<file path="src/rgbhsl_pkg.sv">
package rgbhsl_pkg;

  localparam int FRACTION_BITS = 6;

  localparam int CHAN_W    = 8;
  localparam int HUE_W     = 15;
  localparam int PCT_W     = 13;
  localparam int HUE_NUM_W = 17;   // 360 * 255 fits

  // Widest dividend is the hue numerator scaled by 2^(FRACTION_BITS+1)
  localparam int DIVIDEND_W          = HUE_NUM_W + FRACTION_BITS + 1;
  localparam int DIV_STEPS_PER_STAGE = 2;
  localparam int DIV_STAGES          =
    (DIVIDEND_W + DIV_STEPS_PER_STAGE - 1) / DIV_STEPS_PER_STAGE;
  localparam int DIV_W               = DIV_STAGES * DIV_STEPS_PER_STAGE;
  localparam int DIVISOR_W           = 9;   // 2 * 255

  localparam int DIV_LANES = 2;
  localparam int LANE_HUE  = 0;
  localparam int LANE_SAT  = 1;

  // four front stages, the divider, the output register
  localparam int PIPE_LAT = 4 + DIV_STAGES + 1;

  localparam logic [DIV_W-1:0]     HUE_TOP = DIV_W'(360) << FRACTION_BITS;
  localparam logic [DIV_W-1:0]     PCT_TOP = DIV_W'(100) << FRACTION_BITS;

  // luminance = floor((sum * 10 * 2^F + 25) / 51), done as a reciprocal multiply;
  // the shift leaves the reciprocal error below one for every sum up to 510
  localparam int LUM_NUM_W   = 13 + FRACTION_BITS;
  localparam int LUM_SHIFT   = 18 + FRACTION_BITS;
  localparam int LUM_RECIP_W = LUM_SHIFT - 5;
  localparam int LUM_PROD_W  = LUM_NUM_W + LUM_RECIP_W;
  localparam logic [LUM_RECIP_W-1:0] LUM_RECIP =
    LUM_RECIP_W'((64'd1 << LUM_SHIFT) / 64'd51 + 64'd1);
  localparam logic [LUM_NUM_W-1:0]   LUM_SCALE = LUM_NUM_W'(10 << FRACTION_BITS);
  localparam logic [LUM_NUM_W-1:0]   LUM_BIAS  = LUM_NUM_W'(25);

  typedef struct packed {
    logic [CHAN_W-1:0] red_in;
    logic [CHAN_W-1:0] green_in;
    logic [CHAN_W-1:0] blue_in;
  } pixel_t;

  typedef struct packed {
    logic [HUE_W-1:0] hue_out;
    logic [PCT_W-1:0] saturation_out;
    logic [PCT_W-1:0] luminance_out;
  } hsl_t;

  typedef enum logic [1:0] {
    HUE_BASE_0,
    HUE_BASE_120,
    HUE_BASE_240,
    HUE_BASE_360
  } hue_base_t;

  typedef struct packed {
    logic [DIV_W-1:0]     num;
    logic [DIVISOR_W-1:0] den;
  } div_req_t;

  typedef struct packed {
    logic [DIV_W-1:0]     num;
    logic [DIVISOR_W-1:0] den;
    logic [DIVISOR_W-1:0] rem;
    logic [DIV_W-1:0]     quo;
  } div_lane_t;

  // One restoring division step: shift in the next dividend bit.
  function automatic div_lane_t div_step(div_lane_t x);
    div_lane_t            y;
    logic [DIVISOR_W:0]   t;
    logic                 ge;
    t  = {x.rem, x.num[DIV_W-1]};
    ge = (t >= {1'b0, x.den});
    y  = x;
    y.rem = ge ? DIVISOR_W'(t - {1'b0, x.den}) : t[DIVISOR_W-1:0];
    y.quo = {x.quo[DIV_W-2:0], ge};
    y.num = {x.num[DIV_W-2:0], 1'b0};
    return y;
  endfunction

endpackage

</file>
<file path="src/rgbhsl_div.sv">
module rgbhsl_div (
  input  logic                                                  clk,
  input  logic                                                  rst_n,
  input  logic                                                  in_vld,
  input  logic                                                  in_side,
  input  rgbhsl_pkg::div_req_t [rgbhsl_pkg::DIV_LANES-1:0]      req,
  output logic                                                  out_vld,
  output logic                                                  out_side,
  output logic [rgbhsl_pkg::DIV_LANES-1:0][rgbhsl_pkg::DIV_W-1:0] quo
);
  import rgbhsl_pkg::*;

  div_lane_t             lane_r   [DIV_STAGES][DIV_LANES];
  div_lane_t             lane_nxt [DIV_STAGES][DIV_LANES];
  logic [DIV_STAGES-1:0] vld_r;
  logic [DIV_STAGES-1:0] side_r;

  always_comb begin
    div_lane_t cur;
    for (int l = 0; l < DIV_LANES; l++) begin
      cur = '{num: req[l].num, den: req[l].den, rem: '0, quo: '0};
      for (int k = 0; k < DIV_STEPS_PER_STAGE; k++) begin
        cur = div_step(cur);
      end
      lane_nxt[0][l] = cur;
    end
    for (int s = 1; s < DIV_STAGES; s++) begin
      for (int l = 0; l < DIV_LANES; l++) begin
        cur = lane_r[s-1][l];
        for (int k = 0; k < DIV_STEPS_PER_STAGE; k++) begin
          cur = div_step(cur);
        end
        lane_nxt[s][l] = cur;
      end
    end
  end

  always_ff @(posedge clk) begin
    for (int s = 0; s < DIV_STAGES; s++) begin
      for (int l = 0; l < DIV_LANES; l++) begin
        lane_r[s][l] <= lane_nxt[s][l];
      end
    end
    side_r <= {side_r[DIV_STAGES-2:0], in_side};
  end

  always_ff @(posedge clk) begin
    if (!rst_n) begin
      vld_r <= '0;
    end else begin
      vld_r <= {vld_r[DIV_STAGES-2:0], in_vld};
    end
  end

  assign out_vld  = vld_r[DIV_STAGES-1];
  assign out_side = side_r[DIV_STAGES-1];

  always_comb begin
    for (int l = 0; l < DIV_LANES; l++) begin
      quo[l] = lane_r[DIV_STAGES-1][l].quo;
    end
  end

endmodule

</file>
<file path="src/rgb_to_hsl_converter.sv">
// RGB to HSL pixel converter. A pixel transfer happens on every clock edge where start is
// high; busy is always low, so one pixel per clock is accepted. Each pixel gives exactly one
// result, out_valid high for one cycle with out_hsl, in input order. Between transfer and
// result lies the two-lane restoring divider for hue and saturation, which retires two
// quotient bits per stage over a 24-bit dividend (12 stages), behind four stages of max/min,
// difference and scaling logic and followed by one output register; luminance comes from a
// reciprocal multiply and rides a delay line beside the divider. The receiver cannot stall,
// so out_hsl must be taken in the cycle it is shown.
// Hue is degrees * 64, saturation and luminance are percent * 64, all rounded to nearest.
module rgb_to_hsl_converter (
  input  logic               clk,
  input  logic               rst_n,
  input  logic               start,
  output logic               busy,
  input  rgbhsl_pkg::pixel_t in_pixel,
  output logic               out_valid,
  output rgbhsl_pkg::hsl_t   out_hsl
);
  import rgbhsl_pkg::*;

  logic take;

  // stage 1: max, min, hue sector
  logic               s1_vld_r;
  logic [CHAN_W-1:0]  s1_mx_r, s1_mx_nxt;
  logic [CHAN_W-1:0]  s1_mn_r, s1_mn_nxt;
  hue_base_t          s1_base_r, s1_base_nxt;
  logic [CHAN_W:0]    s1_delta_r, s1_delta_nxt;

  // stage 2: spread, sum, scaled offset
  logic               s2_vld_r;
  logic [CHAN_W-1:0]  s2_d_r;
  logic [CHAN_W:0]    s2_sum_r;
  hue_base_t          s2_base_r;
  logic signed [15:0] s2_d60_r, s2_d60_nxt;

  // stage 3: numerators and saturation denominator
  logic                 s3_vld_r;
  logic                 s3_gray_r;
  logic [CHAN_W-1:0]    s3_d_r;
  logic [HUE_NUM_W-1:0] s3_hue_num_r, s3_hue_num_nxt;
  logic [CHAN_W-1:0]    s3_sat_den_r, s3_sat_den_nxt;
  logic [14:0]          s3_d100_r;
  logic [LUM_NUM_W-1:0] s3_lum_num_r;
  logic [HUE_NUM_W-1:0] base_d;

  // stage 4: divider requests, luminance
  logic                            s4_vld_r;
  logic                            s4_gray_r;
  div_req_t [DIV_LANES-1:0]        s4_req_r, s4_req_nxt;
  logic [PCT_W-1:0]                s4_lum_r, s4_lum_nxt;
  logic [LUM_PROD_W-1:0]           lum_prod;

  // luminance held beside the divider stages
  logic [PCT_W-1:0]                lum_dly_r [DIV_STAGES];

  logic                            dv_vld;
  logic                            dv_gray;
  logic [DIV_LANES-1:0][DIV_W-1:0] dv_quo;

  logic                            out_valid_r;
  hsl_t                            out_hsl_r, out_hsl_nxt;
  logic [DIV_W-1:0]                hue_c, sat_c;

  assign busy = 1'b0;
  assign take = start && !busy;

  always_comb begin
    logic [CHAN_W-1:0] r, g, b;
    r = in_pixel.red_in;
    g = in_pixel.green_in;
    b = in_pixel.blue_in;
    priority if (r >= g && r >= b) begin
      s1_mx_nxt    = r;
      s1_delta_nxt = {1'b0, g} - {1'b0, b};
      s1_base_nxt  = (g < b) ? HUE_BASE_360 : HUE_BASE_0;
    end else if (g >= b) begin
      s1_mx_nxt    = g;
      s1_delta_nxt = {1'b0, b} - {1'b0, r};
      s1_base_nxt  = HUE_BASE_120;
    end else begin
      s1_mx_nxt    = b;
      s1_delta_nxt = {1'b0, r} - {1'b0, g};
      s1_base_nxt  = HUE_BASE_240;
    end
    if (r <= g && r <= b) begin
      s1_mn_nxt = r;
    end else begin
      s1_mn_nxt = (g <= b) ? g : b;
    end
  end

  assign s2_d60_nxt = $signed({{(16-CHAN_W-1){s1_delta_r[CHAN_W]}}, s1_delta_r}) * 16'sd60;

  always_comb begin
    unique case (s2_base_r)
      HUE_BASE_0:   base_d = '0;
      HUE_BASE_120: base_d = HUE_NUM_W'(s2_d_r) * HUE_NUM_W'(120);
      HUE_BASE_240: base_d = HUE_NUM_W'(s2_d_r) * HUE_NUM_W'(240);
      HUE_BASE_360: base_d = HUE_NUM_W'(s2_d_r) * HUE_NUM_W'(360);
      default:      base_d = '0;
    endcase
    // offset may be negative; the total never is
    s3_hue_num_nxt = base_d + {{(HUE_NUM_W-16){s2_d60_r[15]}}, s2_d60_r};
    if (s2_sum_r <= (CHAN_W+1)'(255)) begin
      s3_sat_den_nxt = s2_sum_r[CHAN_W-1:0];
    end else begin
      s3_sat_den_nxt = CHAN_W'((CHAN_W+1)'(510) - s2_sum_r);
    end
  end

  // round(n * 2^F / q) = floor((n * 2^(F+1) + q) / (2q))
  always_comb begin
    s4_req_nxt[LANE_HUE].num = (DIV_W'(s3_hue_num_r) << (FRACTION_BITS + 1))
                             + DIV_W'(s3_d_r);
    s4_req_nxt[LANE_HUE].den = DIVISOR_W'(s3_d_r) << 1;
    s4_req_nxt[LANE_SAT].num = (DIV_W'(s3_d100_r) << (FRACTION_BITS + 1))
                             + DIV_W'(s3_sat_den_r);
    s4_req_nxt[LANE_SAT].den = DIVISOR_W'(s3_sat_den_r) << 1;
    lum_prod   = LUM_PROD_W'(s3_lum_num_r) * LUM_PROD_W'(LUM_RECIP);
    s4_lum_nxt = lum_prod[LUM_SHIFT +: PCT_W];
  end

  always_ff @(posedge clk) begin
    s1_mx_r      <= s1_mx_nxt;
    s1_mn_r      <= s1_mn_nxt;
    s1_base_r    <= s1_base_nxt;
    s1_delta_r   <= s1_delta_nxt;

    s2_d_r       <= s1_mx_r - s1_mn_r;
    s2_sum_r     <= {1'b0, s1_mx_r} + {1'b0, s1_mn_r};
    s2_base_r    <= s1_base_r;
    s2_d60_r     <= s2_d60_nxt;

    s3_gray_r    <= (s2_d_r == '0);
    s3_d_r       <= s2_d_r;
    s3_hue_num_r <= s3_hue_num_nxt;
    s3_sat_den_r <= s3_sat_den_nxt;
    s3_d100_r    <= 15'(s2_d_r) * 15'd100;
    s3_lum_num_r <= LUM_NUM_W'(s2_sum_r) * LUM_SCALE + LUM_BIAS;

    s4_gray_r    <= s3_gray_r;
    s4_req_r     <= s4_req_nxt;
    s4_lum_r     <= s4_lum_nxt;

    lum_dly_r[0] <= s4_lum_r;
    for (int s = 1; s < DIV_STAGES; s++) begin
      lum_dly_r[s] <= lum_dly_r[s-1];
    end

    out_hsl_r    <= out_hsl_nxt;
  end

  always_ff @(posedge clk) begin
    if (!rst_n) begin
      s1_vld_r    <= 1'b0;
      s2_vld_r    <= 1'b0;
      s3_vld_r    <= 1'b0;
      s4_vld_r    <= 1'b0;
      out_valid_r <= 1'b0;
    end else begin
      s1_vld_r    <= take;
      s2_vld_r    <= s1_vld_r;
      s3_vld_r    <= s2_vld_r;
      s4_vld_r    <= s3_vld_r;
      out_valid_r <= dv_vld;
    end
  end

  rgbhsl_div u_div (
    .clk      (clk),
    .rst_n    (rst_n),
    .in_vld   (s4_vld_r),
    .in_side  (s4_gray_r),
    .req      (s4_req_r),
    .out_vld  (dv_vld),
    .out_side (dv_gray),
    .quo      (dv_quo)
  );

  always_comb begin
    hue_c = (dv_quo[LANE_HUE] > HUE_TOP) ? HUE_TOP : dv_quo[LANE_HUE];
    sat_c = (dv_quo[LANE_SAT] > PCT_TOP) ? PCT_TOP : dv_quo[LANE_SAT];
    if (dv_gray) begin
      hue_c = '0;
      sat_c = '0;
    end
    out_hsl_nxt.hue_out        = hue_c[HUE_W-1:0];
    out_hsl_nxt.saturation_out = sat_c[PCT_W-1:0];
    out_hsl_nxt.luminance_out  = lum_dly_r[DIV_STAGES-1];
  end

  assign out_valid = out_valid_r;
  assign out_hsl   = out_hsl_r;

  a_result_follows: assert property (@(posedge clk) disable iff (!rst_n)
    take |-> ##PIPE_LAT out_valid)
    else $error("transfer did not produce a result");

  a_no_extra_result: assert property (@(posedge clk) disable iff (!rst_n)
    !take |-> ##PIPE_LAT !out_valid)
    else $error("result without a transfer");

  a_gray_zero: assert property (@(posedge clk) disable iff (!rst_n)
    (take && in_pixel.red_in == in_pixel.green_in
          && in_pixel.green_in == in_pixel.blue_in)
    |-> ##PIPE_LAT (out_hsl.hue_out == '0 && out_hsl.saturation_out == '0))
    else $error("gray pixel gave nonzero hue or saturation");

  a_red_axis: assert property (@(posedge clk) disable iff (!rst_n)
    (take && in_pixel.red_in > in_pixel.green_in
          && in_pixel.green_in == in_pixel.blue_in)
    |-> ##PIPE_LAT (out_hsl.hue_out == '0))
    else $error("pure red tone gave nonzero hue");

endmodule

</file>
<file path="config.mk">
export PLATFORM = sky130hd
export DESIGN_NAME = rgb_to_hsl_converter
export DESIGN_NICKNAME = d
export VERILOG_FILES = /design/src/rgbhsl_pkg.sv /design/src/rgbhsl_div.sv /design/src/rgb_to_hsl_converter.sv
export SDC_FILE = /design/constraint.sdc
export NUM_CORES = 2
export LEC_CHECK = 0
export ABC_AREA = 0
export BUFFER_PORTS_ARGS = -buffer_cell sky130_fd_sc_hd__clkbuf_2
export CAP_MARGIN = 40
export CORE_ASPECT_RATIO = 1.1
export CORE_UTILIZATION = 40
export CTS_CLUSTER_DIAMETER = 30
export DETAILED_ROUTE_END_ITERATION = 16
export PLACE_DENSITY = 0.65
export REMOVE_ABC_BUFFERS = 1
export SYNTH_ARGS = -nofsm -noshare
export SYNTH_HDL_FRONTEND = slang
export SYNTH_SLANG_ARGS = --single-unit
</file>
<file path="constraint.sdc">
create_clock -name clk -period 6.6 [get_ports clk]
set_input_delay 0.33 -clock clk [delete_from_list [all_inputs] [get_ports clk]]
set_output_delay 0.33 -clock clk [all_outputs]
set_load 0.02 [all_outputs]
</file>
==> flow_metrics.env <==
export IMPL_syn_avg_cell_area_um2=10.81
export IMPL_numCtsBuffers=188
export IMPL_yosys_area_top_type="dfxtp_1"
export IMPL_crit_path_max_fanout=9
export IMPL_finalWirelength_um=91990
export IMPL_cts_tree="yes"
export IMPL_yosys_warnings=0
export IMPL_max_slew_worst_pin_slew_ps=944.1
export IMPL_clockBufferDepth=3
export IMPL_max_cap_violations=0
export IMPL_grt_pass1_vias=32960
export IMPL_met1_length_um=41480
export IMPL_grt_remaining_overflow=0
export IMPL_hold_class="in2reg"
export IMPL_reg2reg_from="u_div.lane_r[2][253]$_DFF_P_"
export IMPL_synth_edf_count=0
export IMPL_start_util=0.4026
export IMPL_coreArea_um2=126700
export IMPL_r2r_end="u_div.lane_r[2][350]$_DFF_P_"
export IMPL_slew_headroom=0.3706
export IMPL_status="complete, but fails checks"
export IMPL_area_growth_pct=18.71
export IMPL_synth_area_um2=51000
export IMPL_gr_usage_all_layers=0.1461
export IMPL_grt_max_degree=25
export IMPL_drive_gt1_frac=0.1428
export IMPL_vias=31960
export IMPL_die_y_um=376.5
export IMPL_ys_seq_elements=1135
export IMPL_rsz0062_at_grt="false"
export IMPL_required_ps=7270
export IMPL_crit_end="u_div.lane_r[2][350]$_DFF_P_"
export IMPL_fill_cells=11250
export IMPL_viasPerCell=4.680
export IMPL_final_nets=5791
export IMPL_synthArstFlopShare=0
export IMPL_hold_violations=0
export IMPL_netlist_instances=4718
export IMPL_setup_violations=0
export IMPL_start_kind="flop"
export IMPL_antenna_found_initial=0
export IMPL_drc=5
export IMPL_routabilityCongestion=0.8710
export IMPL_seq_area_frac_synth=0.4455
export IMPL_dieArea_um2=128900
export IMPL_grt_first_pass_wirelength_um=155700
export IMPL_drv_slew=0
export IMPL_die_x_um=342.5
export IMPL_multi_input_area_um2=25870
export IMPL_path_clk_slew_ps=60
export IMPL_final_min_clock_period_ps=5243
export IMPL_cts_resized_gates=0
export IMPL_cts_root_buffer="clkbuf_16"
export IMPL_fmax_mhz=190.7
export IMPL_tns_ps=0
export IMPL_synthTopCellsByArea="dfxtp_1 45%, ha_1 16%, mux2_2 5.8%, inv_1 4.5%, fa_1 4.4%"
export IMPL_first_iter_violations=999
export IMPL_dr_pass1_iters=11
export IMPL_r2r_worst_path_cells=20
export IMPL_io_pins=70
export IMPL_postRouteAntennaNets=0
export IMPL_worstSetupEndpointType="flop"
export IMPL_yosys_area_top_type_share=0.4455
export IMPL_yosys_most_used_dff="dfxtp_1"
export IMPL_crit_type="reg2reg"
export IMPL_clock_latency_ps=800
export IMPL_skew_ps=48.63
export IMPL_hold_start="in_pixel[12]"
export IMPL_wl_met3_um=2741
export IMPL_rows=137
export IMPL_port_buffers=68
export IMPL_postCtsSetupBuffers=0
export IMPL_top_layer="met4"
export IMPL_numClockSinks=1135
export IMPL_r2r_setup_slack_ps=1360
export IMPL_dp_hpwl_um=71560
export IMPL_startpoint="u_div.lane_r[2][253]$_DFF_P_"
export IMPL_synth_cell_types=75
export IMPL_diodes=0
export IMPL_crit_arrival_ps=5910
export IMPL_detail_route_wl_per_cell_um=13.47
export IMPL_failed_checks="DRC"
export IMPL_wl_met2_um=45010
export IMPL_seqCellArea_um2=22720
export IMPL_timing_final_crit_share=0.7944
export IMPL_h_tree_depth=4
-- layout make-up --
cell class	instances	share of cell area
multi-input cells	2948	0.4274
clock inverters	155	0.03274
repair buffers	114	0.01285
flip-flops and latches	1135	0.3753
inverters	606	0.03757
clock buffers	203	0.07965
well taps	1668	0.03447
-- flip-flops by register name, indices dropped and copies added, names as in the netlist, 2 cells and up, named ones only --
register      flops
lum_dly_r       156
out_hsl          41
s1_base_r         2
s1_delta_r        9
s1_mn_r           8
s1_mx_r           8
s2_base_r         2
s2_d60_r         14
s2_d_r            7
s2_sum_r          9
s3_d100_r        10
s3_d_r            7
s3_hue_num_r     15
s3_lum_num_r     11
s3_sat_den_r      8
s4_lum_r         13
s4_req_r         40
u_div.lane_r    743
u_div.side_r     12
u_div.vld_r      12
-- placed cells by master (no fill, tap or decap), drive strengths merged, types with 20 or more instances in the layout --
master          n
nand3          20
xor2          110
a21oi         211
dfxtp        1135
ha            658
nand2         154
and2           50
nand4          62
o21ai         186
nand2b         73
clkinv         54
dlygate4sd3    38
inv           678
o21bai         41
o21a           20
a21o          114
clkinvlp       20
mux2          262
xnor2         207
a21boi         39
nor2          210
mux2i          95
clkbuf        271
nor3           23
nor2b         107
fa            113
-- logic make-up after synthesis --
logic type               share of synthesized area
AND/OR/NAND/NOR                            0.07547
XOR/XNOR                                   0.05444
flip-flops                                  0.4455
buffers and inverters                      0.04755
other                                   0.00007353
multiplexers                               0.07657
AO/OA/AOI/OAI                              0.09458
adder cells (fa/ha/maj)                     0.2058
-- how the worst min path moves through the flow --
| stage | depth (start not counted) | slack [ps] | end |
|---|---|---|---|
| 2_1_floorplan | 0 | 310 | lum_dly_r[0][0]$_DFF_P_ |
| 3_3_place_gp | 0 | 310 | out_hsl[2]$_DFF_P_ |
| 3_5_place_dp | 0 | 310 | lum_dly_r[3][10]$_DFF_P_ |
| 4_1_cts | 4 | 140 | s1_base_r[1]$_DFF_P_ |
| 5_1_grt | 4 | 160 | s1_delta_r[4]$_DFF_P_ |
| 6_report | 4 | 200 | s1_delta_r[4]$_DFF_P_ |
-- repair_timing --
item / 4_1_cts / 5_1_grt
hold endpoints to repair: 35 / 0
hold buffers: 38 / 0
setup endpoints to repair: 0 / 0
-- synth_stat cells (4+ instances only) --
library cell and n:
nor4b_1 6, a211o_1 5, and2_1 50, dfxtp_1 1135, nor3_1 23, a21boi_0 27, o21ai_0 175, xnor2_1 207
clkbuf_1 18, o21ai_1 10, o31a_1 9, a22o_1 4, a21oi_2 6, or2_2 13, nor2_2 7, o41ai_1 12
fa_1 113, a211oi_1 15, nand2b_1 73, inv_1 605, a21o_1 114, o311a_1 10, nand2_1 154, nand4_1 62
a21boi_1 10, ha_1 658, nor3b_1 4, mux2_2 261, and3_1 12, nand3_1 20, nor2_1 203, a21oi_1 205
xor2_1 110, nor4_1 17, a31oi_1 13, a31o_2 6, o31ai_1 7, a22oi_1 4, a311oi_1 4, mux2i_1 95
o21a_1 20, o21bai_1 41, a41oi_1 11, buf_2 12, nor2b_1 107
-- worst max-delay path, cell delays in order, from the launching register on --
cell and delay, ps:
dfxtp_1 380, inv_1 110, ha_1 290, nor2b_1 130, o21ai_1 160, a21boi_1 110, o21a_1 200, o21ai_1 160
a21oi_2 90, a21oi_1 570, mux2_2 450, inv_1 70, ha_1 230, nor2b_1 130, o21ai_1 130, nand2b_1 110
nor2b_1 150, a211oi_1 310, and2b_1 250, a2111oi_4 670, mux2_2 420
-- stage by stage --
| stage | util | hold slack (ps) | setup WS (ps) | cell area [um^2] | instances |
|---|---|---|---|---|---|
| finish | 0.4779 | 199.8 | 1357 | 60540 | 6829 |
| global route | 0.4779 | 161.2 | 903.7 | 60540 | 6829 |
| CTS | 0.4779 | 141.4 | 1331 | 60540 | 6829 |
| detailed placement | 0.4212 | 312.1 | 1329 | 53360 | 6433 |
| global placement | 0.4211 | 309.5 | 1311 | 53340 | 6431 |
| floorplan | - | 309.6 | 1786 | 50860 | 4689 |
-- per-layer routing --
| layer | global-route usage | vias up |
|---|---|---|
| li1 | - | 16580 |
| met1 | 0.1740 | 14770 |
| met2 | 0.2560 | 426 |
| met3 | 0.02668 | 184 |
| met4 | 0.06124 | 0 |
| met5 | 0 | - |
Power is left out: the tool's default activity adds up to more than one toggle a clock period on the data nets, which glitch-free logic cannot reach.
